### config.mk
export PLATFORM = sky130hd
export DESIGN_NAME = delayed_pausable_progress_timer
export DESIGN_NICKNAME = d
export VERILOG_FILES = /design/src/rtl/dppt_pkg.sv /design/src/rtl/delayed_pausable_progress_timer.sv
export SDC_FILE = /design/constraint.sdc
export NUM_CORES = 1
export LEC_CHECK = 0
export ABC_AREA = 1
export BUFFER_PORTS_ARGS = -buffer_cell sky130_fd_sc_hd__buf_2
export CAP_MARGIN = 20
export CORE_MARGIN = 8
export CORE_UTILIZATION = 44
export DETAILED_ROUTE_END_ITERATION = 10
export SLEW_MARGIN = 20
export SYNTH_ARGS = -nofsm -noshare
export SYNTH_HDL_FRONTEND = slang
export SYNTH_SLANG_ARGS = --single-unit
### constraint.sdc
create_clock -name clk -period 6.7 [get_ports clk]
set_input_delay 0.335 -clock clk [delete_from_list [all_inputs] [get_ports clk]]
set_output_delay 0.335 -clock clk [all_outputs]
set_load 0.02 [all_outputs]
### src/rtl/dppt_pkg.sv
// Types and constants shared by the progress timer and its checker.
`timescale 1ns / 1ps
package dppt_pkg;

  localparam int unsigned TIME_W    = 32;
  localparam int unsigned PROG_W    = 17;
  localparam int unsigned DIV_STEPS = 16;
  localparam int unsigned CNT_W     = $clog2(DIV_STEPS);
  localparam int unsigned CFG_IDX_W = 1;

  localparam logic [PROG_W-1:0] Q_ONE = PROG_W'(65536);

  localparam logic [TIME_W-1:0] DURATION_RESET = TIME_W'(1000000);
  localparam logic [TIME_W-1:0] DELAY_RESET    = '0;

  localparam logic [CFG_IDX_W-1:0] CFG_DURATION = 1'b0;
  localparam logic [CFG_IDX_W-1:0] CFG_DELAY    = 1'b1;

  typedef enum logic [1:0] {
    FN_UPDATE = 2'd0,
    FN_PAUSE  = 2'd1,
    FN_RESUME = 2'd2,
    FN_RESET  = 2'd3
  } func_t;

  typedef enum logic [2:0] {
    PH_PENDING = 3'd0,
    PH_DELAYED = 3'd1,
    PH_RUNNING = 3'd2,
    PH_PAUSED  = 3'd3,
    PH_DONE    = 3'd4
  } phase_t;

  typedef struct packed {
    func_t             func;
    logic [TIME_W-1:0] time_us;
  } cmd_t;

  typedef struct packed {
    logic [PROG_W-1:0] progress;
    phase_t            phase;
    logic              first_running;
  } res_t;

endpackage

### src/rtl/delayed_pausable_progress_timer.sv
// Delayed, pausable linear progress timer with a bit-serial progress divider.
//
// Usage: each beat on the cmd channel (cmd_valid / cmd_stall) carries a command
// (update, pause, resume, reset) and a microsecond timestamp. Each command
// yields exactly one beat on the res channel (res_valid / res_stall) with the
// Q1.16 progress, the phase after the command and the first_running flag.
// duration_us and delay_us are written through cfg_we / cfg_index / cfg_data;
// the user must make them only while the block is idle; the block has no check.
// Flow: a result that needs no division passes the update, elapsed and active
// states on its way to the finish state; a quotient that clamps to one also
// passes the compare state, and a formed progress quotient passes compare and
// divide, where the restoring divider produces one quotient bit per cycle.
// Throughput: one command at a time; cmd_stall stays high from the accepting
// edge until the result is loaded into the output register.
// The output register lets a new command enter while a result is still held.
// When res_stall is high the result holds; a finished command then waits in
// its final state until the output register frees up.
// Reset (rst, synchronous) returns the phase to pending, clears start_time and
// pause_time and restores duration_us = 1000000 and delay_us = 0.
`timescale 1ns / 1ps
module delayed_pausable_progress_timer
  import dppt_pkg::*;
(
  input  logic                 clk,
  input  logic                 rst,
  input  logic                 cfg_we,
  input  logic [CFG_IDX_W-1:0] cfg_index,
  input  logic [TIME_W-1:0]    cfg_data,
  input  logic                 cmd_valid,
  output logic                 cmd_stall,
  input  cmd_t                 cmd,
  output logic                 res_valid,
  input  logic                 res_stall,
  output res_t                 res
);

  typedef enum logic [2:0] {
    S_IDLE,
    S_UPD,
    S_ELAP,
    S_ACT,
    S_CMP,
    S_DIV,
    S_FIN
  } state_t;

  state_t            state;
  logic [TIME_W-1:0] duration;
  logic [TIME_W-1:0] delay;
  phase_t            phase_reg;
  phase_t            phase_before_pause;
  logic [TIME_W-1:0] start_time;
  logic [TIME_W-1:0] pause_time;
  func_t             func_q;
  logic [TIME_W-1:0] time_q;
  logic [TIME_W-1:0] dt_start;
  logic [TIME_W-1:0] dt_pause;
  logic              first_q;
  logic [TIME_W-1:0] elapsed;
  logic [TIME_W-1:0] rem;
  logic [DIV_STEPS-1:0] quot;
  logic [CNT_W-1:0]  cnt;
  logic [PROG_W-1:0] prog;

  logic [TIME_W:0]   rem_sh;
  logic [TIME_W:0]   rem_sub;
  logic              div_ge;
  logic [TIME_W-1:0] elap_ref;
  phase_t            fin_phase;
  logic              cmd_beat;

  assign cmd_stall = (state != S_IDLE);
  assign cmd_beat  = cmd_valid && !cmd_stall;

  always_comb begin
    rem_sh   = {rem, 1'b0};
    rem_sub  = rem_sh - {1'b0, duration};
    div_ge   = (rem_sh >= {1'b0, duration});
    elap_ref = (phase_reg == PH_PAUSED) ? pause_time : time_q;
    if (func_q == FN_UPDATE && phase_reg == PH_RUNNING && prog == Q_ONE) begin
      fin_phase = PH_DONE;
    end else begin
      fin_phase = phase_reg;
    end
  end

  always_ff @(posedge clk) begin
    if (rst) begin
      duration <= DURATION_RESET;
      delay    <= DELAY_RESET;
    end else if (cfg_we) begin
      case (cfg_index)
        CFG_DURATION: duration <= cfg_data;
        CFG_DELAY:    delay    <= cfg_data;
        default:      ;
      endcase
    end
  end

  always_ff @(posedge clk) begin
    if (rst) begin
      state              <= S_IDLE;
      phase_reg          <= PH_PENDING;
      phase_before_pause <= PH_PENDING;
      start_time         <= '0;
      pause_time         <= '0;
      res_valid          <= 1'b0;
    end else begin
      if (res_valid && !res_stall && state != S_FIN) begin
        res_valid <= 1'b0;
      end
      case (state)
        S_IDLE: begin
          if (cmd_beat) begin
            func_q   <= cmd.func;
            time_q   <= cmd.time_us;
            dt_start <= cmd.time_us - start_time;
            dt_pause <= cmd.time_us - pause_time;
            first_q  <= 1'b0;
            state    <= S_UPD;
          end
        end
        S_UPD: begin
          case (func_q)
            FN_UPDATE: begin
              case (phase_reg)
                PH_PENDING: begin
                  start_time <= time_q;
                  if (delay != '0) begin
                    phase_reg <= PH_DELAYED;
                  end else begin
                    phase_reg <= PH_RUNNING;
                    first_q   <= 1'b1;
                  end
                end
                PH_DELAYED: begin
                  if (dt_start >= delay) begin
                    phase_reg <= PH_RUNNING;
                    first_q   <= 1'b1;
                  end
                end
                default: ;
              endcase
            end
            FN_PAUSE: begin
              if (phase_reg == PH_DELAYED || phase_reg == PH_RUNNING) begin
                phase_before_pause <= phase_reg;
                phase_reg          <= PH_PAUSED;
                pause_time         <= time_q;
              end
            end
            FN_RESUME: begin
              if (phase_reg == PH_PAUSED) begin
                start_time <= start_time + dt_pause;
                phase_reg  <= phase_before_pause;
              end
            end
            FN_RESET: begin
              start_time <= '0;
              phase_reg  <= PH_PENDING;
            end
            default: ;
          endcase
          state <= S_ELAP;
        end
        S_ELAP: begin
          elapsed <= elap_ref - start_time;
          state   <= S_ACT;
        end
        S_ACT: begin
          if (phase_reg == PH_DONE) begin
            prog  <= Q_ONE;
            state <= S_FIN;
          end else if ((phase_reg != PH_RUNNING && phase_reg != PH_PAUSED) ||
                       elapsed < delay) begin
            prog  <= '0;
            state <= S_FIN;
          end else begin
            rem   <= elapsed - delay;
            state <= S_CMP;
          end
        end
        S_CMP: begin
          if (rem >= duration) begin
            prog  <= Q_ONE;
            state <= S_FIN;
          end else begin
            quot  <= '0;
            cnt   <= '0;
            state <= S_DIV;
          end
        end
        S_DIV: begin
          rem  <= div_ge ? rem_sub[TIME_W-1:0] : rem_sh[TIME_W-1:0];
          quot <= {quot[DIV_STEPS-2:0], div_ge};
          cnt  <= cnt + 1'b1;
          if (cnt == CNT_W'(DIV_STEPS - 1)) begin
            prog  <= {1'b0, quot[DIV_STEPS-2:0], div_ge};
            state <= S_FIN;
          end
        end
        S_FIN: begin
          if (!res_valid || !res_stall) begin
            phase_reg         <= fin_phase;
            res.progress      <= prog;
            res.phase         <= fin_phase;
            res.first_running <= first_q;
            res_valid         <= 1'b1;
            state             <= S_IDLE;
          end
        end
        default: state <= S_IDLE;
      endcase
    end
  end

endmodule

# Yosys cells after proc, flatten, opt, wreduce, memory -nomap -nowiden

Index checks and enable logic that the tools add are counted.

Bits in registers: 358
Bits of input ports: 72
Output and inout bits: 23
Word-level logic and storage cells: 148

Add/sub/neg operators: 7
Magnitude comparators: 4
Eq/ne operators: 36
Multiplexer cells: 42
Bitwise gates (word level): 2
Reductions and logical operators: 36

Operator list:

| operator                                            | count |
|---|---|
| 2-to-1 mux 32 bit                                   | 6 |
| subtractor 32 bit                                   | 5 |
| case mux 32 bit (3 select lines)                    | 1 |
| 2-to-1 mux 17 bit                                   | 4 |
| >= comparator 32 bit                                | 2 |
| case mux 32 bit (2 select lines)                    | 1 |
| case mux 17 bit (3 select lines)                    | 1 |
| >= comparator 33 x 32 -> 1 bit                      | 1 |
| adder 32 bit                                        | 1 |
| less-than comparator 32 bit                         | 1 |
| nonzero test 32 bit                                 | 1 |
| case mux 15 bit (2 select lines)                    | 1 |
| 2-to-1 mux 3 bit                                    | 8 |
| case mux 3 bit (7 select lines)                     | 1 |
| != test 2 bit, second input constant                | 9 |
| != test 3 bit, second input constant                | 6 |
| equality test 17 bit, second input constant         | 1 |
| 2-to-1 mux 15 bit                                   | 1 |
| AND reduction 3 bit                                 | 5 |
| equality test 3 x 2 -> 1 bit, second input constant | 4 |
| equality test 3 bit, second input constant          | 4 |
| case mux 3 bit (2 select lines)                     | 2 |
| case mux 3 bit (4 select lines)                     | 1 |
| != test 3 x 2 -> 1 bit, second input constant       | 3 |
| other kinds (26)                                    | 57 |

# Depth between registers and ports, before layout

Gate-level depths: netlist (run 1).

Depth after elaboration: 6
Gate-level depth with buffers: 21
Depth with buffers taken out: 19

# Worst setup path after synthesis (run 1)

Ideal clock, no wire load.

Path kind: input-to-reg
From: input port rst
To: register dt_pause[0], enable pin
Library setup time: 0.556 ns
Data arrival time: 4.844 ns
Data required time: 6.144 ns
Path slack: 1.300 ns
Stages: 4
Buffers on the path: 1
Cell sequence: clkinv_1 -> clkbuf_1 -> nand2_1 -> nor2_1

Word-level cells in the longest chain between the ends: 2

Ends and longest elaborated chain:

| what                                 | RTL line                               | source |
|---|---|---|
| from (decl)                          | delayed_pausable_progress_timer.sv:25  | `input logic rst,` |
| inverter 1 bit (no source line)      | n/a                                    |  |
| AND reduction 3 bit (no source line) | n/a                                    |  |
| to (signal assigned)                 | delayed_pausable_progress_timer.sv:118 | `dt_pause <= cmd.time_us - pause_time;` |
| to (decl)                            | delayed_pausable_progress_timer.sv:57  | `logic [TIME_W-1:0] dt_pause;` |

Every way passes these cells.
A chain may end at the register's enable or synchronous reset.

# Worst setup path in the final report (run 1)

From: register phase_reg[1]
To: register elapsed[24], data pin

Word-level cells in the longest chain between the ends: 3

Ends and longest elaborated chain:

| what                         | RTL line                               | source |
|---|---|---|
| from (decl)                  | delayed_pausable_progress_timer.sv:50  | `phase_t phase_reg;` |
| from (signal assigned)       | delayed_pausable_progress_timer.sv:155 | `phase_reg <= phase_before_pause;` |
| from (signal assigned)       | delayed_pausable_progress_timer.sv:204 | `phase_reg <= fin_phase;` |
| equality test 3 x 2 -> 1 bit | delayed_pausable_progress_timer.sv:79  | `elap_ref = (phase_reg == PH_PAUSED) ? pause_time : time_q;` |
| 2-to-1 mux 32 bit            | delayed_pausable_progress_timer.sv:79  |  |
| subtractor 32 bit            | delayed_pausable_progress_timer.sv:167 | `elapsed <= elap_ref - start_time;` |
| to (signal assigned)         | delayed_pausable_progress_timer.sv:167 |  |
| to (decl)                    | delayed_pausable_progress_timer.sv:59  | `logic [TIME_W-1:0] elapsed;` |

Every way passes these cells.

==> results of run 1 <==
final cells by class:
class / instances / area share
multi-input cells: 2515 / 0.508
clock buffers: 62 / 0.0451
well taps: 765 / 0.0336
inverters: 393 / 0.0519
flip-flops and latches: 358 / 0.329
repair buffers: 123 / 0.0258
clock inverters: 16 / 0.00607
cell usage in the layout, fill, tap and decap left out, types with 28 or more instances in the layout:
master / Yosys / routed
inv_1: 385 / 385
nor2_1: 303 / 300
xor2_1: 66 / 66
nand4_1: 28 / 28
nand2_1: 672 / 669
nand3b_1: 37 / 37
a21o_1: 31 / 31
o21ai_1: 34 / 34
a21oi_1: 399 / 399
o21ai_0: 265 / 265
dfxtp_1: 138 / 138
edfxtp_1: 220 / 220
nand3_1: 150 / 150
clkbuf_16: 0 / 48
buf_2: 6 / 94
ha_1: 253 / 253
nor3_1: 38 / 38
xnor2_1: 54 / 54
metrics by stage:
stage                     utilization  hold WS (ps)  setup slack (ps)  instance area (µm²)
final                           0.494          32.1              3120                28500
after global routing            0.494          10.0              2830                28500
after global placement          0.466           422              3280                26800
after CTS                       0.493          5.29              3150                28400
after floorplan                     -           400              1300                25600
after detailed placement        0.466           426              3140                26800
synth_stat cells (54+ instances only):
cell type  count
inv_1        385
clkbuf_1      59
edfxtp_1     220
nand3_1      150
nand2_1      672
a21oi_1      399
xnor2_1       54
nor2_1       303
dfxtp_1      138
xor2_1        66
ha_1         253
o21ai_0      265
worst max-delay path, delay by kind of cell, from the launching register on:
kind                     cells  cell delay [ps]
adder cells (fa/ha/maj)      2              580
buffers and inverters        4              530
XOR/XNOR                     1              170
flip-flops                   1              390
AND/OR/NAND/NOR              6              670
AO/OA/AOI/OAI                4              930
metal layers:
metal,part of all wire,global-route usage,vias up
met3,0.045,0.0275,180
met1,0.41,0.290,11000
met2,0.50,0.455,716
met4,0.052,0.119,0
met5,0,0,-
li1,-,-,11600
repair_timing:
item | 4_1_cts | 5_1_grt
resized for setup | 0 | 0
endpoints found under the hold margin | 12 | 0
hold buffers | 12 | 0
final timing paths:
kind              slack [ps]               endpoint  cells past startpoint                  start
setup / recovery        3120            elapsed[24]                     17           phase_reg[1]
setup reg to reg        3120            elapsed[24]                     17           phase_reg[1]
hold reg to reg          440  phase_before_pause[2]                      2  phase_before_pause[2]
hold / removal            30             time_q[14]                      1                cmd[14]
report_power, final:
group	total (mW)	internal (mW)	switching, mW
clock	2.40	1.42	0.975
combinational	2.36	0.787	1.58
sequential	2.70	2.60	0.103
cells by family after synthesis:
family / after synthesis / share of synthesized area
fa+ha+maj: 259 / 0.128
xor+xnor: 120 / 0.0411
compound gates: 849 / 0.181
flops: 358 / 0.366
buf+inv: 464 / 0.0693
simple gates: 1287 / 0.214
==> flow_metrics.env, run 1 <==
export IMPL_cts_buffers_inserted=42
export IMPL_netlist_cell_type_count=51
export IMPL_avgRoutedWirePerCell_um=20.4
export IMPL_routed_wire_length_mm=86.5
export IMPL_final_critical_path_required_period_ps=3580
export IMPL_clkLatencyLatePin_ps=580
export IMPL_synth_top_cell_by_area="edfxtp_1"
export IMPL_syn_mean_instance_area_um2=7.66
export IMPL_period_utilisation_layout=0.534
export IMPL_tritoncts="built"
export IMPL_maxSlewViolCount=0
export IMPL_max_slew_margin=0.286
export IMPL_setup_worst_path_end_class="flip-flop"
export IMPL_cap_violations=0
export IMPL_syn_nets=3668
export IMPL_num_nets_final=3764
export IMPL_cts_post_setup_buffers_inserted=0
export IMPL_synth_area_leaders="edfxtp_1 26%, ha_1 12%, dfxtp_1 11%, nand2_1 9.9%, a21oi_1 7.8%"
export IMPL_pin_count=95
export IMPL_hold_fails_final_rpt=0
export IMPL_vias_per_cell=5.55
export IMPL_cts_htree_levels=2
export IMPL_sequential_cell_area_um2=9370
export IMPL_synthArstFlopShare=0
export IMPL_dieArea_um2=66100
export IMPL_setup_tns_final_ps=0
export IMPL_area_growth_synth_to_finish_pct=11.3
export IMPL_netlist_area_leader_share=0.258
export IMPL_hpwl_mm=70.6
export IMPL_clock_skew_ps=16.1
export IMPL_die_h_um=257
export IMPL_detailedRoute_firstIterationViolations=1699
export IMPL_tightest_slew_ps=1070
export IMPL_setup_violations=0
export IMPL_cp_slowest_cell="fa_1"
export IMPL_fillers=5716
export IMPL_effective_utilization_at_floorplan=0.444
export IMPL_layout_cells_non_filler=4232
export IMPL_grt_overflow=0
export IMPL_clk_transition_reported_paths_ps=60
export IMPL_place_congestion=0.984
export IMPL_n_antenna_cell=0
export IMPL_crit_path_cell_trace="inv_1, nor2_1, nand2_2, buf_4, o21ai_0, ha_1, inv_1, fa_1, nand3_1, nand2_1, nand2_1, nand2_1, inv_1, o21bai_1, a31oi_1, o21ai_0, xor2_1"
export IMPL_ctsRootBufferMaster="clkbuf_16"
export IMPL_synth_ff_latch_count=358
export IMPL_timing_critical_path_from_type="flip-flop"
export IMPL_dpl_cell_count=4140
export IMPL_detailedRoute_firstPassIterationCount=5
export IMPL_syn_cell_area_um2=25600
export IMPL_detail_route_antenna_nets=0
export IMPL_yosys_warns=0
export IMPL_synth_cells=3337
export IMPL_critical_path_required_ps=7010
export IMPL_synth_enable_flop_cells=220
export IMPL_core_um2=57600
export IMPL_grt_use_total=0.250
export IMPL_vdd_ir_drop_max_mv=0.147
export IMPL_synth_seq_area_share=0.366
export IMPL_power_density_nw_per_um2=262
export IMPL_multiInputGateArea_um2=14500
export IMPL_dr_total_vias=23500
export IMPL_chipWidth_um=257
export IMPL_post_route_cells_drive_above_1_share=0.0646
export IMPL_cts_sinks=358
export IMPL_via_count_of_the_first_global_routing_pass=23300
export IMPL_buffer_ports_inserted=94
export IMPL_critical_path_max_stage_delay_ps=410
export IMPL_clock_tree_buffer_depth=3
export IMPL_highest_achievable_clock_rate_mhz=279
export IMPL_lkg_pwr_nw=11.9
export IMPL_postSynth_topFlopCell="edfxtp_1"
export IMPL_rsz0062_at_grt="false"
export IMPL_count_of_unresolved_drc_violations_after_routing=0
export IMPL_maximum_fanout_along_the_worst_path=65
export IMPL_criticalPathCategory="flip-flop to flip-flop"
export IMPL_antenna_found_initial=0
export IMPL_worst_hold_path_type="input pin to flip-flop"
export IMPL_critical_path_arrival_ps=3890
export IMPL_core_rowCount=88
export IMPL_outcome="complete, no violations"
export IMPL_wire_length_of_the_first_global_routing_pass_mm=131
export IMPL_grt_start_max_net_pins=71
export IMPL_p_total_mw=7.46
Note: power is estimated with default switching activity, not from simulation.
==> run 2, diff against run 1 <==
==> constraint.sdc (replaced) <==
create_clock -name clk -period 3.47 [get_ports clk]
set_input_delay 0.1735 -clock clk [delete_from_list [all_inputs] [get_ports clk]]
set_output_delay 0.1735 -clock clk [all_outputs]
set_load 0.02 [all_outputs]
==> flow_metrics.env, run 2 (synthesis gave the netlist of run 1 again) <==
export IMPL_outcome="complete, no violations"
export IMPL_n_antenna_cell=0
export IMPL_period_utilisation_layout=0.923
export IMPL_clock_skew_ps=26.1
export IMPL_post_route_worst_hold_slack_ps=124
export IMPL_rsz0062_at_grt="false"
export IMPL_cp_slowest_cell="dfxtp_1"
export IMPL_pin_count=95
export IMPL_detail_route_antenna_nets=0
export IMPL_reg2regPathDepth=14
export IMPL_hold_path_endpoint="state[1]"
export IMPL_routed_wire_length_mm=89.9
export IMPL_tightest_slew_ps=898
export IMPL_chipWidth_um=257
export IMPL_area_growth_synth_to_finish_pct=13.9
export IMPL_final_setup_worst_slack_ps=266
export IMPL_grt_use_total=0.263
export IMPL_fillers=5652
export IMPL_max_slew_margin=0.399
export IMPL_wire_length_of_the_first_global_routing_pass_mm=137
export IMPL_criticalPathCategory="flip-flop to flip-flop"
export IMPL_cap_violations=0
export IMPL_critical_path_reg2reg_endpoint="elapsed[19]"
export IMPL_hold_depth=5
export IMPL_setup_reg_to_reg_worst_slack_ps=270
export IMPL_crit_path_cell_trace="inv_1, nor2_2, nand2_4, buf_4, nand2_1, o21ai_0, ha_1, nand2_1, nand2_1, a31oi_1, o21ai_0, a21oi_1, o21ai_0, xor2_1"
export IMPL_count_of_unresolved_drc_violations_after_routing=0
export IMPL_critical_path_arrival_ps=3510
export IMPL_post_route_cells_drive_above_1_share=0.0702
export IMPL_critical_path_max_stage_delay_ps=390
export IMPL_final_cell_mix="669 x nand2_1, 399 x a21oi_1, 385 x inv_1"
export IMPL_lkg_pwr_nw=12.3
export IMPL_hold_fails_final_rpt=0
export IMPL_timing_critical_path_from_type="flip-flop"
export IMPL_critical_path_reg2reg_startpoint="phase_reg[1]"
export IMPL_leading_cell_type_in_the_layout_fill_and_taps_excluded="nand2_1"
export IMPL_core_um2=57600
export IMPL_ctsRootBufferMaster="clkbuf_16"
export IMPL_tritoncts="built"
export IMPL_preCtsSetupSlack_ps=68.6
export IMPL_die_h_um=257
export IMPL_detailedRoute_firstIterationViolations=1857
export IMPL_setup_violations=0
export IMPL_setup_worst_path_end_class="flip-flop"
export IMPL_grt_start_max_net_pins=99
export IMPL_grt_overflow=0
export IMPL_dieArea_um2=66100
export IMPL_clkLatencyLatePin_ps=580
export IMPL_p_total_mw=14.3
export IMPL_avgRoutedWirePerCell_um=20.8
export IMPL_antenna_found_initial=1
export IMPL_clk_transition_reported_paths_ps=60
export IMPL_core_rowCount=88
export IMPL_critPathBufInv=2
export IMPL_buffer_ports_inserted=94
export IMPL_effective_utilization_at_floorplan=0.444
export IMPL_hpwl_mm=73.4
export IMPL_cts_sinks=358
export IMPL_place_congestion=0.972
export IMPL_final_critical_path_required_period_ps=3200
export IMPL_vdd_ir_drop_max_mv=0.333
export IMPL_highest_achievable_clock_rate_mhz=312
export IMPL_cp_top_family="compound AO/OA/AOI/OAI gates"
export IMPL_num_nets_final=3848
export IMPL_via_count_of_the_first_global_routing_pass=24100
export IMPL_maxSlewViolCount=0
export IMPL_dr_total_vias=23800
export IMPL_worst_hold_path_type="input pin to flip-flop"
export IMPL_power_density_nw_per_um2=489
export IMPL_cts_buffers_inserted=42
export IMPL_clock_tree_buffer_depth=3
export IMPL_maximum_fanout_along_the_worst_path=21
export IMPL_min_delay_startpoint="cmd_valid"
export IMPL_detailedRoute_firstPassIterationCount=5
export IMPL_setup_tns_final_ps=0
export IMPL_critical_path_required_ps=3780
export IMPL_cts_htree_levels=2
export IMPL_vias_per_cell=5.52
run 2: cell count changes in the layout (fill, tap and decap cells not counted), moves of 2 or more:
cell / previous run / this run
buf_4: 15 / 42
dlygate4sd3_1: 12 / 68
clkinv_1: 1 / 3
clkbuf_16: 48 / 43
clkbuf_8: 3 / 6
clkinv_2: 5 / 7
clkinv_4: 3 / 1
buf_12: 1 / 3
run 2: worst max-delay path by stage:
| stage | to | startpoint | slack (ps) | cells past startpoint |
|---|---|---|---|---|
| 2_1_floorplan | elapsed[24] | phase_reg[1] | 520 | 19 |
| 3_3_place_gp | elapsed[31] | phase_reg[1] | 150 | 14 |
| 3_5_place_dp | elapsed[19] | phase_reg[1] | 70 | 14 |
| 4_1_cts | elapsed[19] | phase_reg[1] | 40 | 14 |
| 5_1_grt | elapsed[29] | phase_reg[1] | 7 | 17 |
| 6_report | elapsed[19] | phase_reg[1] | 270 | 14 |
run 2: area by class of cell:
type,instances,area [µm²],area share
inverter,393,1480,0.0507
clock inverter,16,120,0.00412
multi-input combinational,2515,14500,0.497
tap,765,957,0.0329
timing repair buffer,207,1530,0.0524
clock buffer,60,1200,0.0412
sequential,358,9370,0.322
run 2: what timing repair did:
item	4_1_cts	5_1_grt
endpoints found under the setup margin	0	11
gates resized for setup	0	3
endpoints found under the hold margin	94	0
hold buffers	68	0
buffers inserted	0	0
run 2: worst register-to-register path: stages, from the launching register on:
cell and delay, ps:
dfxtp_1 390, inv_1 90, nor2_2 180, nand2_4 180, buf_4 260, nand2_1 60, o21ai_0 90, ha_1 370
nand2_1 100, nand2_1 70, a31oi_1 200, o21ai_0 230, a21oi_1 380, o21ai_0 160, xor2_1 160
run 2: layer usage:
metal | track usage | part of all wire | vias to the layer above
met1 | 0.308 | 0.41 | 11100
met4 | 0.112 | 0.048 | 2
li1 | - | - | 11800
met2 | 0.483 | 0.50 | 712
met5 | 0.00375 | 0.00038 | -
met3 | 0.0281 | 0.045 | 177
run 2: where the power goes:
group,leakage (nW),internal (mW),switching [mW]
logic,8.45,1.61,3.10
registers,3.15,5.01,0.208
clock network,0.652,2.49,1.83
run 2: stage by stage:
stage               cells  utilization  area (µm²)
finish               4314        0.506       29100
floorplan            3337            -       25600
CTS                  4314        0.506       29100
detailed placement   4170        0.471       27100
global route         4314        0.506       29100
global placement     4170        0.471       27100
